--- src/sv/ssc_pkg.sv ---
// Shared types, widths and status codes for the case-folding substring search.
// Used by every module of the block; depends on nothing.
package ssc_pkg;

   localparam int CHAR_WIDTH        = 8;
   localparam int PATTERN_MAX_DEF   = 8;
   localparam int POSITION_WIDTH_DEF = 16;
   localparam int PATTERN_BITS      = 64;
   localparam int LENGTH_WIDTH      = 4;
   localparam int START_WIDTH       = 16;
   localparam int STATUS_WIDTH      = 2;
   localparam int CSR_INDEX_WIDTH   = 2;

   localparam logic [CSR_INDEX_WIDTH-1:0] CSR_PATTERN = 2'd0;
   localparam logic [CSR_INDEX_WIDTH-1:0] CSR_LENGTH  = 2'd1;
   localparam logic [CSR_INDEX_WIDTH-1:0] CSR_CASE    = 2'd2;

   localparam logic [STATUS_WIDTH-1:0] ST_SEARCH  = 2'd0;
   localparam logic [STATUS_WIDTH-1:0] ST_HIT     = 2'd1;
   localparam logic [STATUS_WIDTH-1:0] ST_NO_HIT  = 2'd2;
   localparam logic [STATUS_WIDTH-1:0] ST_DONE    = 2'd3;

   typedef struct packed {
      logic                    text_done;
      logic [START_WIDTH-1:0]  match_start;
      logic [STATUS_WIDTH-1:0] match_status;
   } rsp_item_type;

   // ASCII A-Z to a-z when folding is on; 128-255 untouched
   function automatic logic [CHAR_WIDTH-1:0] fold_char(input logic [CHAR_WIDTH-1:0] c,
                                                        input logic fold_en);
      logic [CHAR_WIDTH-1:0] r;
      r = c;
      if (fold_en && c >= 8'h41 && c <= 8'h5a) begin
         r = c + 8'h20;
      end
      return r;
   endfunction

endpackage

--- src/sv/ssc_cell.sv ---
// One window cell: holds one text character, passes it on, compares the
// character arriving in it against its expected pattern byte. Uses ssc_pkg.
module ssc_cell
   import ssc_pkg::*;
(
   input  logic                  clock,
   input  logic                  reset,
   input  logic                  shift_en,
   input  logic                  clear,
   input  logic [CHAR_WIDTH-1:0] nbr_char,
   input  logic [CHAR_WIDTH-1:0] expect_char,
   input  logic                  in_use,
   input  logic                  fold_en,
   output logic [CHAR_WIDTH-1:0] char_out,
   output logic                  hit
);

   logic [CHAR_WIDTH-1:0] char_ff;
   logic [CHAR_WIDTH-1:0] char_in;

   // compare against the incoming neighbour character
   assign hit = !in_use || (fold_char(nbr_char, fold_en) == fold_char(expect_char, fold_en));

   always_comb begin
      char_in = char_ff;
      if (shift_en) begin
         char_in = clear ? '0 : nbr_char;
      end
   end

   always_ff @(posedge clock) begin
      if (reset) begin
         char_ff <= '0;
      end else begin
         char_ff <= char_in;
      end
   end

   assign char_out = char_ff;

endmodule

--- src/sv/ssc_out_buf.sv ---
// Two-entry result buffer (output register plus skid stage), so a new item
// is taken while a finished result waits. Uses ssc_pkg for the result type.
module ssc_out_buf
   import ssc_pkg::*;
(
   input  logic         clock,
   input  logic         reset,
   input  logic         in_valid,
   output logic         in_ready,
   input  rsp_item_type in_item,
   output logic         out_valid,
   input  logic         out_ready,
   output rsp_item_type out_item
);

   logic         out_valid_ff, out_valid_in;
   logic         skid_valid_ff, skid_valid_in;
   rsp_item_type out_item_ff, out_item_in;
   rsp_item_type skid_item_ff, skid_item_in;
   logic         take;
   logic         put;

   assign in_ready = !skid_valid_ff;
   assign take     = out_valid_ff && out_ready;
   assign put      = in_valid && !skid_valid_ff;

   always_comb begin
      out_valid_in  = out_valid_ff && !take;
      skid_valid_in = skid_valid_ff;
      out_item_in   = out_item_ff;
      skid_item_in  = skid_item_ff;
      if (skid_valid_ff) begin
         if (take) begin
            out_item_in   = skid_item_ff;
            out_valid_in  = 1'b1;
            skid_valid_in = 1'b0;
         end
      end else if (put) begin
         if (!out_valid_ff || take) begin
            out_item_in  = in_item;
            out_valid_in = 1'b1;
         end else begin
            skid_item_in  = in_item;
            skid_valid_in = 1'b1;
         end
      end
   end

   always_ff @(posedge clock) begin
      if (reset) begin
         out_valid_ff  <= 1'b0;
         skid_valid_ff <= 1'b0;
      end else begin
         out_valid_ff  <= out_valid_in;
         skid_valid_ff <= skid_valid_in;
      end
      out_item_ff  <= out_item_in;
      skid_item_ff <= skid_item_in;
   end

   assign out_valid = out_valid_ff;
   assign out_item  = out_item_ff;

   a_skid_behind_out: assert property (@(posedge clock) disable iff (reset)
      skid_valid_ff |-> out_valid_ff)
      else $error("skid entry held without output entry");

endmodule

--- src/sv/substring_search_case_fold.sv ---
// Top level of the case-folding substring search: configuration registers,
// chain of window cells, position count, status logic. Uses ssc_pkg,
// ssc_cell and ssc_out_buf.
//
//  channel   ports                         contents
//  req       req_tvalid/tready/tdata/tlast tdata: text_char; tlast: text_last
//  rsp       rsp_tvalid/tready/tdata/tlast tdata: match_status, match_start
//                                          tlast: text_done
//  csr       csr_wr_en/index/wdata         0 pattern, 1 length, 2 case_sensitive
//
// One item per cycle while input is not held off; its result is registered.
// Every cell compares its incoming character in parallel, so the window
// compare sets the rate. Reset clears pattern, length, window and position
// count, sets case_sensitive. A stalled result sits in the output register,
// a second in the skid stage; input is held off only when both are full.
module substring_search_case_fold
   import ssc_pkg::*;
#(
   parameter int PATTERN_MAX    = PATTERN_MAX_DEF,
   parameter int POSITION_WIDTH = POSITION_WIDTH_DEF
)
(
   input  logic                       clock,
   input  logic                       reset,
   input  logic                       req_tvalid,
   output logic                       req_tready,
   input  logic [7:0]                 req_tdata,  // [7:0] text_char
   input  logic                       req_tlast,  // text_last
   output logic                       rsp_tvalid,
   input  logic                       rsp_tready,
   output logic [23:0]                rsp_tdata,  // [1:0] match_status, [17:2] match_start
   output logic                       rsp_tlast,  // text_done
   input  logic                       csr_wr_en,
   input  logic [CSR_INDEX_WIDTH-1:0] csr_index,
   input  logic [PATTERN_BITS-1:0]    csr_wdata
);

   localparam logic [LENGTH_WIDTH-1:0] LEN_MAX = LENGTH_WIDTH'(PATTERN_MAX);
   localparam logic [POSITION_WIDTH-1:0] POS_MAX = '1;

   logic [PATTERN_BITS-1:0] pattern_ff;
   logic [LENGTH_WIDTH-1:0] length_ff;
   logic                    case_ff;

   always_ff @(posedge clock) begin
      if (reset) begin
         pattern_ff <= '0;
         length_ff  <= '0;
         case_ff    <= 1'b1;
      end else if (csr_wr_en) begin
         unique case (csr_index)
            CSR_PATTERN: pattern_ff <= csr_wdata;
            CSR_LENGTH:  length_ff  <= csr_wdata[LENGTH_WIDTH-1:0];
            CSR_CASE:    case_ff    <= csr_wdata[0];
            default: ;
         endcase
      end
   end

   logic                    accept;
   logic [LENGTH_WIDTH-1:0] len_eff;
   logic                    fold_en;

   assign accept  = req_tvalid && req_tready;
   assign len_eff = (length_ff > LEN_MAX) ? LEN_MAX : length_ff;
   assign fold_en = !case_ff;

   // cell chain: cell 0 takes the new character
   logic [CHAR_WIDTH-1:0] chain [PATTERN_MAX+1];
   logic [PATTERN_MAX-1:0] cell_hit;

   assign chain[0] = req_tdata;

   for (genvar i = 0; i < PATTERN_MAX; i++) begin : g_cell
      logic [LENGTH_WIDTH-1:0] pidx;
      logic                    use_i;
      logic [CHAR_WIDTH-1:0]   exp_i;

      assign use_i = LENGTH_WIDTH'(i) < len_eff;
      assign pidx  = len_eff - LENGTH_WIDTH'(1) - LENGTH_WIDTH'(i);
      assign exp_i = pattern_ff[pidx[2:0]*CHAR_WIDTH +: CHAR_WIDTH];

      ssc_cell u_cell (
         .clock       (clock),
         .reset       (reset),
         .shift_en    (accept),
         .clear       (req_tlast),
         .nbr_char    (chain[i]),
         .expect_char (exp_i),
         .in_use      (use_i),
         .fold_en     (fold_en),
         .char_out    (chain[i+1]),
         .hit         (cell_hit[i])
      );
   end

   logic [POSITION_WIDTH-1:0] count_ff, count_in, count_new;
   logic                      found_ff, found_in;
   logic [POSITION_WIDTH-1:0] len_ext;
   logic [POSITION_WIDTH-1:0] start_diff;
   logic [START_WIDTH-1:0]    start_val;
   logic                      match_now;
   rsp_item_type              item;

   assign count_new  = (count_ff == POS_MAX) ? count_ff : count_ff + POSITION_WIDTH'(1);
   assign len_ext    = POSITION_WIDTH'(len_eff);
   assign match_now  = (&cell_hit) && (count_new >= len_ext);
   // empty pattern always starts at offset 0
   assign start_diff = (len_eff == '0) ? '0 : count_new - len_ext;

   if (POSITION_WIDTH > START_WIDTH) begin : g_start_sat
      assign start_val = (|start_diff[POSITION_WIDTH-1:START_WIDTH]) ? '1
                         : start_diff[START_WIDTH-1:0];
   end else begin : g_start_ext
      assign start_val = START_WIDTH'(start_diff);
   end

   always_comb begin
      item.text_done    = req_tlast;
      item.match_start  = '0;
      item.match_status = ST_SEARCH;
      if (found_ff) begin
         item.match_status = ST_DONE;
      end else if (match_now) begin
         item.match_status = ST_HIT;
         item.match_start  = start_val;
      end else if (req_tlast) begin
         item.match_status = ST_NO_HIT;
      end
   end

   always_comb begin
      count_in = count_ff;
      found_in = found_ff;
      if (accept) begin
         count_in = req_tlast ? '0 : count_new;
         found_in = req_tlast ? 1'b0 : (found_ff || match_now);
      end
   end

   always_ff @(posedge clock) begin
      if (reset) begin
         count_ff <= '0;
         found_ff <= 1'b0;
      end else begin
         count_ff <= count_in;
         found_ff <= found_in;
      end
   end

   rsp_item_type out_item;

   ssc_out_buf u_out_buf (
      .clock     (clock),
      .reset     (reset),
      .in_valid  (req_tvalid),
      .in_ready  (req_tready),
      .in_item   (item),
      .out_valid (rsp_tvalid),
      .out_ready (rsp_tready),
      .out_item  (out_item)
   );

   assign rsp_tdata = {6'b0, out_item.match_start, out_item.match_status};
   assign rsp_tlast = out_item.text_done;

   a_restart_after_last: assert property (@(posedge clock) disable iff (reset)
      (accept && req_tlast) |=> (!found_ff && count_ff == '0))
      else $error("search state not restarted after last item");

   a_hit_sets_found: assert property (@(posedge clock) disable iff (reset)
      (accept && !req_tlast && !found_ff && match_now) |=> found_ff)
      else $error("match not remembered");

   a_count_monotonic: assert property (@(posedge clock) disable iff (reset)
      (accept && !req_tlast) |=> (count_ff >= $past(count_ff) && count_ff != '0))
      else $error("position count went backwards");

   a_found_holds: assert property (@(posedge clock) disable iff (reset)
      (found_ff && !accept) |=> found_ff)
      else $error("found flag dropped without an item");

endmodule

--- config.mk ---
export PLATFORM = sky130hd
export DESIGN_NAME = substring_search_case_fold
export DESIGN_NICKNAME = d
export VERILOG_FILES = /design/src/sv/ssc_pkg.sv /design/src/sv/ssc_cell.sv /design/src/sv/ssc_out_buf.sv /design/src/sv/substring_search_case_fold.sv
export SDC_FILE = /design/constraint.sdc
export NUM_CORES = 1
export LEC_CHECK = 0
export ABC_AREA = 0
export BUFFER_PORTS_ARGS = -buffer_cell sky130_fd_sc_hd__buf_2
export CAP_MARGIN = 40
export CORE_MARGIN = 1.5
export CORE_UTILIZATION = 60
export DETAILED_ROUTE_END_ITERATION = 7
export GPL_ROUTABILITY_DRIVEN = 0
export PLACE_DENSITY_LB_ADDON = 0.15
export SYNTH_ARGS = -nofsm -noshare
export SYNTH_HDL_FRONTEND = slang
export SYNTH_SLANG_ARGS = --single-unit
--- constraint.sdc ---
create_clock -name clock -period 5.8 [get_ports clock]
set_input_delay 0.58 -clock clock [delete_from_list [all_inputs] [get_ports clock]]
set_output_delay 0.58 -clock clock [all_outputs]
set_load 0.05 [all_outputs]
# == Yosys cells after proc, flatten, opt, wreduce, memory -nomap -nowiden ==
# Cells that the tools add are included.
# word_totals
ff_bits,182
latch_bits,0
mem_bits_rw,0
romBits,0
input_bits,80
n_memories,0
# classes
add_sub_neg,26
mul,0
n_div,0
n_lt_le_gt_ge,42
n_eq_ne,12
shift,8
muxes,45
bitwise,2
n_reduce_logical,68
# ops
op,count
variable part select 64 x 7 -> 8 bit,8
two-way mux 8 bit,23
adder 8 x 6 -> 8 bit (second input constant),16
>= comparator 8 x 7 -> 1 bit (second input constant),16
<= comparator 8 x 7 -> 1 bit (second input constant),16
two-way mux 16 bit,5
two-way mux 19 bit,4
== test 8 bit,8
logical AND 1 bit,36
adder 16 x 1 -> 16 bit (second input constant),1
== test 16 bit (second input constant),1
>= comparator 16 x 4 -> 1 bit,1
< comparator 3 x 4 -> 1 bit (first input constant),4
subtractor 16 x 4 -> 16 bit,1
logical NOT 1 bit,12
subtractor 3 bit (second input constant),4
logical OR 1 bit,10
two-way mux 1 bit,9
< comparator 1 x 4 -> 1 bit (first input constant),2
< comparator 2 x 4 -> 1 bit (first input constant),2
AND reduction 8 bit,1
two-way mux 2 bit,3
AND reduction 2 bit,3
AND reduction 3 bit,2
other kinds (11),15

# == Depth between registers and ports, before layout ==
# logic_depth
ltp_word,18
ltp_mapped,21

# == Modules after synthesis ==
# From an unflattened synthesis, not the netlist that was laid out.
# hier_totals
cells_unflattened,1409
area_unflattened_um2,12644.6
# by_module_without_submodules
module,n_inst,cells_each,area_per_inst_um2,seq_area_each_um2
substring_search_case_fold,1,776,6427.4,1721.7
ssc_cell,8,70,579.3,160.2
ssc_out_buf,1,73,1582.8,1181.1

# == Worst setup path after synthesis ==
# No wires, ideal clock.
# synth_path
kind,reg2reg
start,register length_ff[3]
end,"register u_out_buf.out_item_ff (netlist bit u_out_buf.out_item[16]), data pin"
setup_time_ps,165
arrival_ps,4564
t_required_ps,5635
path_slack_ps,1071
stages_incl_launch_ff,20
cell_sequence,dfxtp_1 and2b_4 inv_2 buf_4 buf_4 ha_1 clkbuf_1 xor2_2 buf_4 mux4_2 nand3_1 a2bb2oi_1 nand2_1 o211a_1 nor4_1 o2111ai_1 nor4_4 nand3_2 buf_4 o31ai_2
# synth_rtl
item,line,text
from (decl),substring_search_case_fold.sv:42,logic [LENGTH_WIDTH-1:0] length_ff;
from (signal assigned),substring_search_case_fold.sv:53,CSR_LENGTH: length_ff <= csr_wdata[LENGTH_WIDTH-1:0];
to (signal assigned),ssc_out_buf.sv:57,out_item_ff <= out_item_in;
to (decl),ssc_out_buf.sv:18,"rsp_item_type out_item_ff, out_item_in;"

==> flow_summary.toml <==
[final_layout]
fin_cells = 1819
drive_gt1_share_pct = 15.93
fillCellCount = 1790
n_antenna_cell = 0
fin_nets = 1635
area_growth_pct = 9.448

[detailed_routing]
drt-wirelength-per-cell_um = 20.67
vias = 11700
ant_nets = 0
vias_per_cell = 6.431
wirelength_um = 37600
dr.pass1.iters = 5
drc = 0
first_iter_violations = 1392

[setup_path]
critPathBufInv = 4
r2r_end = "u_out_buf.out_item[10]"
cp.depth = 17
end_kind = "flop"
crit_fanout = 41
cp.required_ps = 6060
start_kind = "flop"
r2r_slack_ps = 480
arrival_ps = 5590
path_delay_family = "simple AND/OR/NAND/NOR gates"
critPathSlowestCell = "dfxtp_1"
worst_path_most_repeated_cell = "mux2i_1"
rr_worst_depth = 17
crit_chain = "and2b_4 > inv_2 > buf_4 > mux2i_1 > mux2i_1 > mux2i_1 > inv_1 > ha_1 > o21ai_0 > or4_1 > a311o_1 > o31ai_1 > o2111ai_1 > nor4_4 > nand3_2 > buf_4 > o31ai_2"
cp-endpoint = "u_out_buf.out_item[10]"
worstSetupPathType = "flop to flop"
cpPeakStageDelay_ps = 630
crit_path_start = "length_ff[3]"
reg2reg_from = "length_ff[3]"

[sta]
setup_ws_ps = 477.9
rsz0062_at_grt = "no"
slew_headroom_pct = 42.92
fin_crit_ps = 5322
finalMaxSlewViolations = 0
fin_tns_setup_ps = 0
tightest_slew_ps = 856.2
period_share_pct = 91.76
timing.hold.ws_ps = 331.5
final_hold_viol_count = 0
fmax_ghz = 0.1879
skew_ps = 8.153
setup_viol_count_final = 0

[synth]
async_flop_share_pct = 0
synth_cell_types = 83
yosysTopAreaCellShare_pct = 22.63
ys_seq_area_share_pct = 31.59
synth.most_common_cell = "nand2_1"
ys_seq_elements = 182
ys_warn_count = 0
synth_edf_count = 38
synth_common_cells = "nand2_1, a21oi_1, dfxtp_1, nor2_1, mux2i_1"
syn-cell-area_um2 = 12740
synth.area.top_cells = "dfxtp_1, edfxtp_1, mux2i_1"
yosysTopAreaCell = "dfxtp_1"
avgSynthCellArea_um2 = 8.579
synth_ff_type = "dfxtp_1"
synthCells = 1485

[grt]
grt_antenna_before_repair = 0
grt_max_degree = 84
grt_pass1_vias = 10690
grt_pass1_wl_um = 58330
grt.overflow.total = 0
gr-usage-all-layers_pct = 34.19

[power_and_ir_drop]
power.leakage_uw = 0.005698
powerDensity_nw_per_um2 = 230.1
max-vdd-ir-drop_mv = 0.1879

[clock_network]
htree_levels = 4
cts.sinks = 182
clk_pin_slew_ps = 80
cts-resized-gates = 0
post_cts_buffers = 0
insertion_delay_ps = 450
tritoncts = "built"
cts_root_buf = "clkbuf_16"
clockBufferDepth = 2
cts_hold_buf = 0
cts_buffers = 17

[die]
die_w_um = 148.7
io_pins = 107
fp.coreArea_um2 = 20960
dieArea_um2 = 22120
rows = 53
die_h_um = 148.7
start_util_pct = 60.80

[place]
dp_worst_setup_slack_ps = 665.3
placed_cells_incl_taps = 1787
dp_hpwl_um = 27580
io_buffers = 100

[status]
outcome = "completed"

[flow_run]
max_cap_violations = 0

[hold_path]
min_from = "rsp_tready"
min_path_type = "input pin to flop"
-- metrics by stage --
step	total power, uW	area (um2)	utilization [%]
5_1_grt	3311	13940	66.54
3_5_place_dp	2003	13330	63.62
2_1_floorplan	1842	12760	-
6_report	3208	13940	66.54
3_3_place_gp	1990	13320	63.57
4_1_cts	3199	13940	66.54
-- final cells by class --
type	instances	area (um2)	share of cell area (%)
Clock buffer	17	425.4	3.051
Clock inverter	15	186.4	1.337
Inverter	31	116.4	0.8345
Multi-Input combinational cell	1176	8168	58.58
Sequential cell	182	4024	28.86
Tap cell	275	344.1	2.468
Timing Repair Buffer	123	679.4	4.873
-- sequential cells by signal (all words and copies together), names as in the netlist --
register / flops
length_ff: 4
u_out_buf.skid_item_ff: 19
g_cell.u_cell.char_out: 56
u_out_buf.skid_valid_ff: 1
u_out_buf.out_item: 19
pattern_ff: 64
case_ff: 1
found_ff: 1
u_out_buf.out_valid: 1
count_ff: 16
-- how the worst min path moves through the flow --
stage	to	slack [ps]	depth (start not counted)
floorplan	pattern_ff[13]	450	2
global placement	pattern_ff[13]	470	2
detailed placement	pattern_ff[13]	470	2
CTS	u_out_buf.skid_valid_ff	330	2
global route	u_out_buf.skid_valid_ff	330	2
finish	u_out_buf.skid_valid_ff	330	2
-- per-layer routing --
layer | vias up | routed length, um | GRT usage (%)
li1 | 5454 | - | -
met2 | 627 | 16660 | 52.84
met1 | 5470 | 15640 | 45.58
met4 | 0 | 2131 | 18.96
met5 | - | 0 | 0.4545
met3 | 147 | 3173 | 5.767
-- cells by family after synthesis --
group                      after synthesis  share of synthesized area (%)
other                                    1                        0.02944
xor gates and xnor gates                97                          6.944
AOI/OAI and AO/OA                      320                          16.16
adders and majority gates               24                          2.416
muxes                                  169                          17.47
buffers and inverters                  132                          4.645
DFF                                    182                          31.59
and+or+nand+nor                        560                          20.75
-- layout by cell type, fill, tap and decap left out, drive strengths merged, types with 7 or more instances in the layout --
| cell | count |
|---|---|
| nand3b | 7 |
| buf | 123 |
| and3 | 58 |
| inv | 36 |
| a22oi | 19 |
| nor3b | 11 |
| mux4 | 41 |
| nand2b | 10 |
| or3 | 15 |
| nand4 | 9 |
| o21a | 8 |
| nand2 | 206 |
| nor3 | 28 |
| xor2 | 42 |
| clkbuf | 17 |
| o21ai | 37 |
| o31ai | 23 |
| mux2i | 111 |
| edfxtp | 38 |
| xnor2 | 53 |
| mux2 | 17 |
| nor2 | 144 |
| nand3 | 35 |
| a31oi | 18 |
| a21o | 9 |
| a21oi | 147 |
| dfxtp | 144 |
| ha | 23 |
| o211ai | 7 |
| clkinv | 7 |
-- worst reg2reg max path: stages, from the launching register on --
cell and delay [ps]:
dfxtp_1 630, and2b_4 260, inv_2 50, buf_4 490, mux2i_1 380, mux2i_1 140, mux2i_1 340, inv_1 120
ha_1 310, o21ai_0 80, or4_1 410, a311o_1 360, o31ai_1 230, o2111ai_1 220, nor4_4 430, nand3_2 120
buf_4 260, o31ai_2 300
-- report_power, final --
group	internal [uW]	total (uW)	switching (uW)	leakage (uW)
clock network	620	1220	595	0.000293
logic	225	622	397	0.00385
registers	1330	1370	40.3	0.00155
No activity file was read; power rests on OpenSTA's default activity.
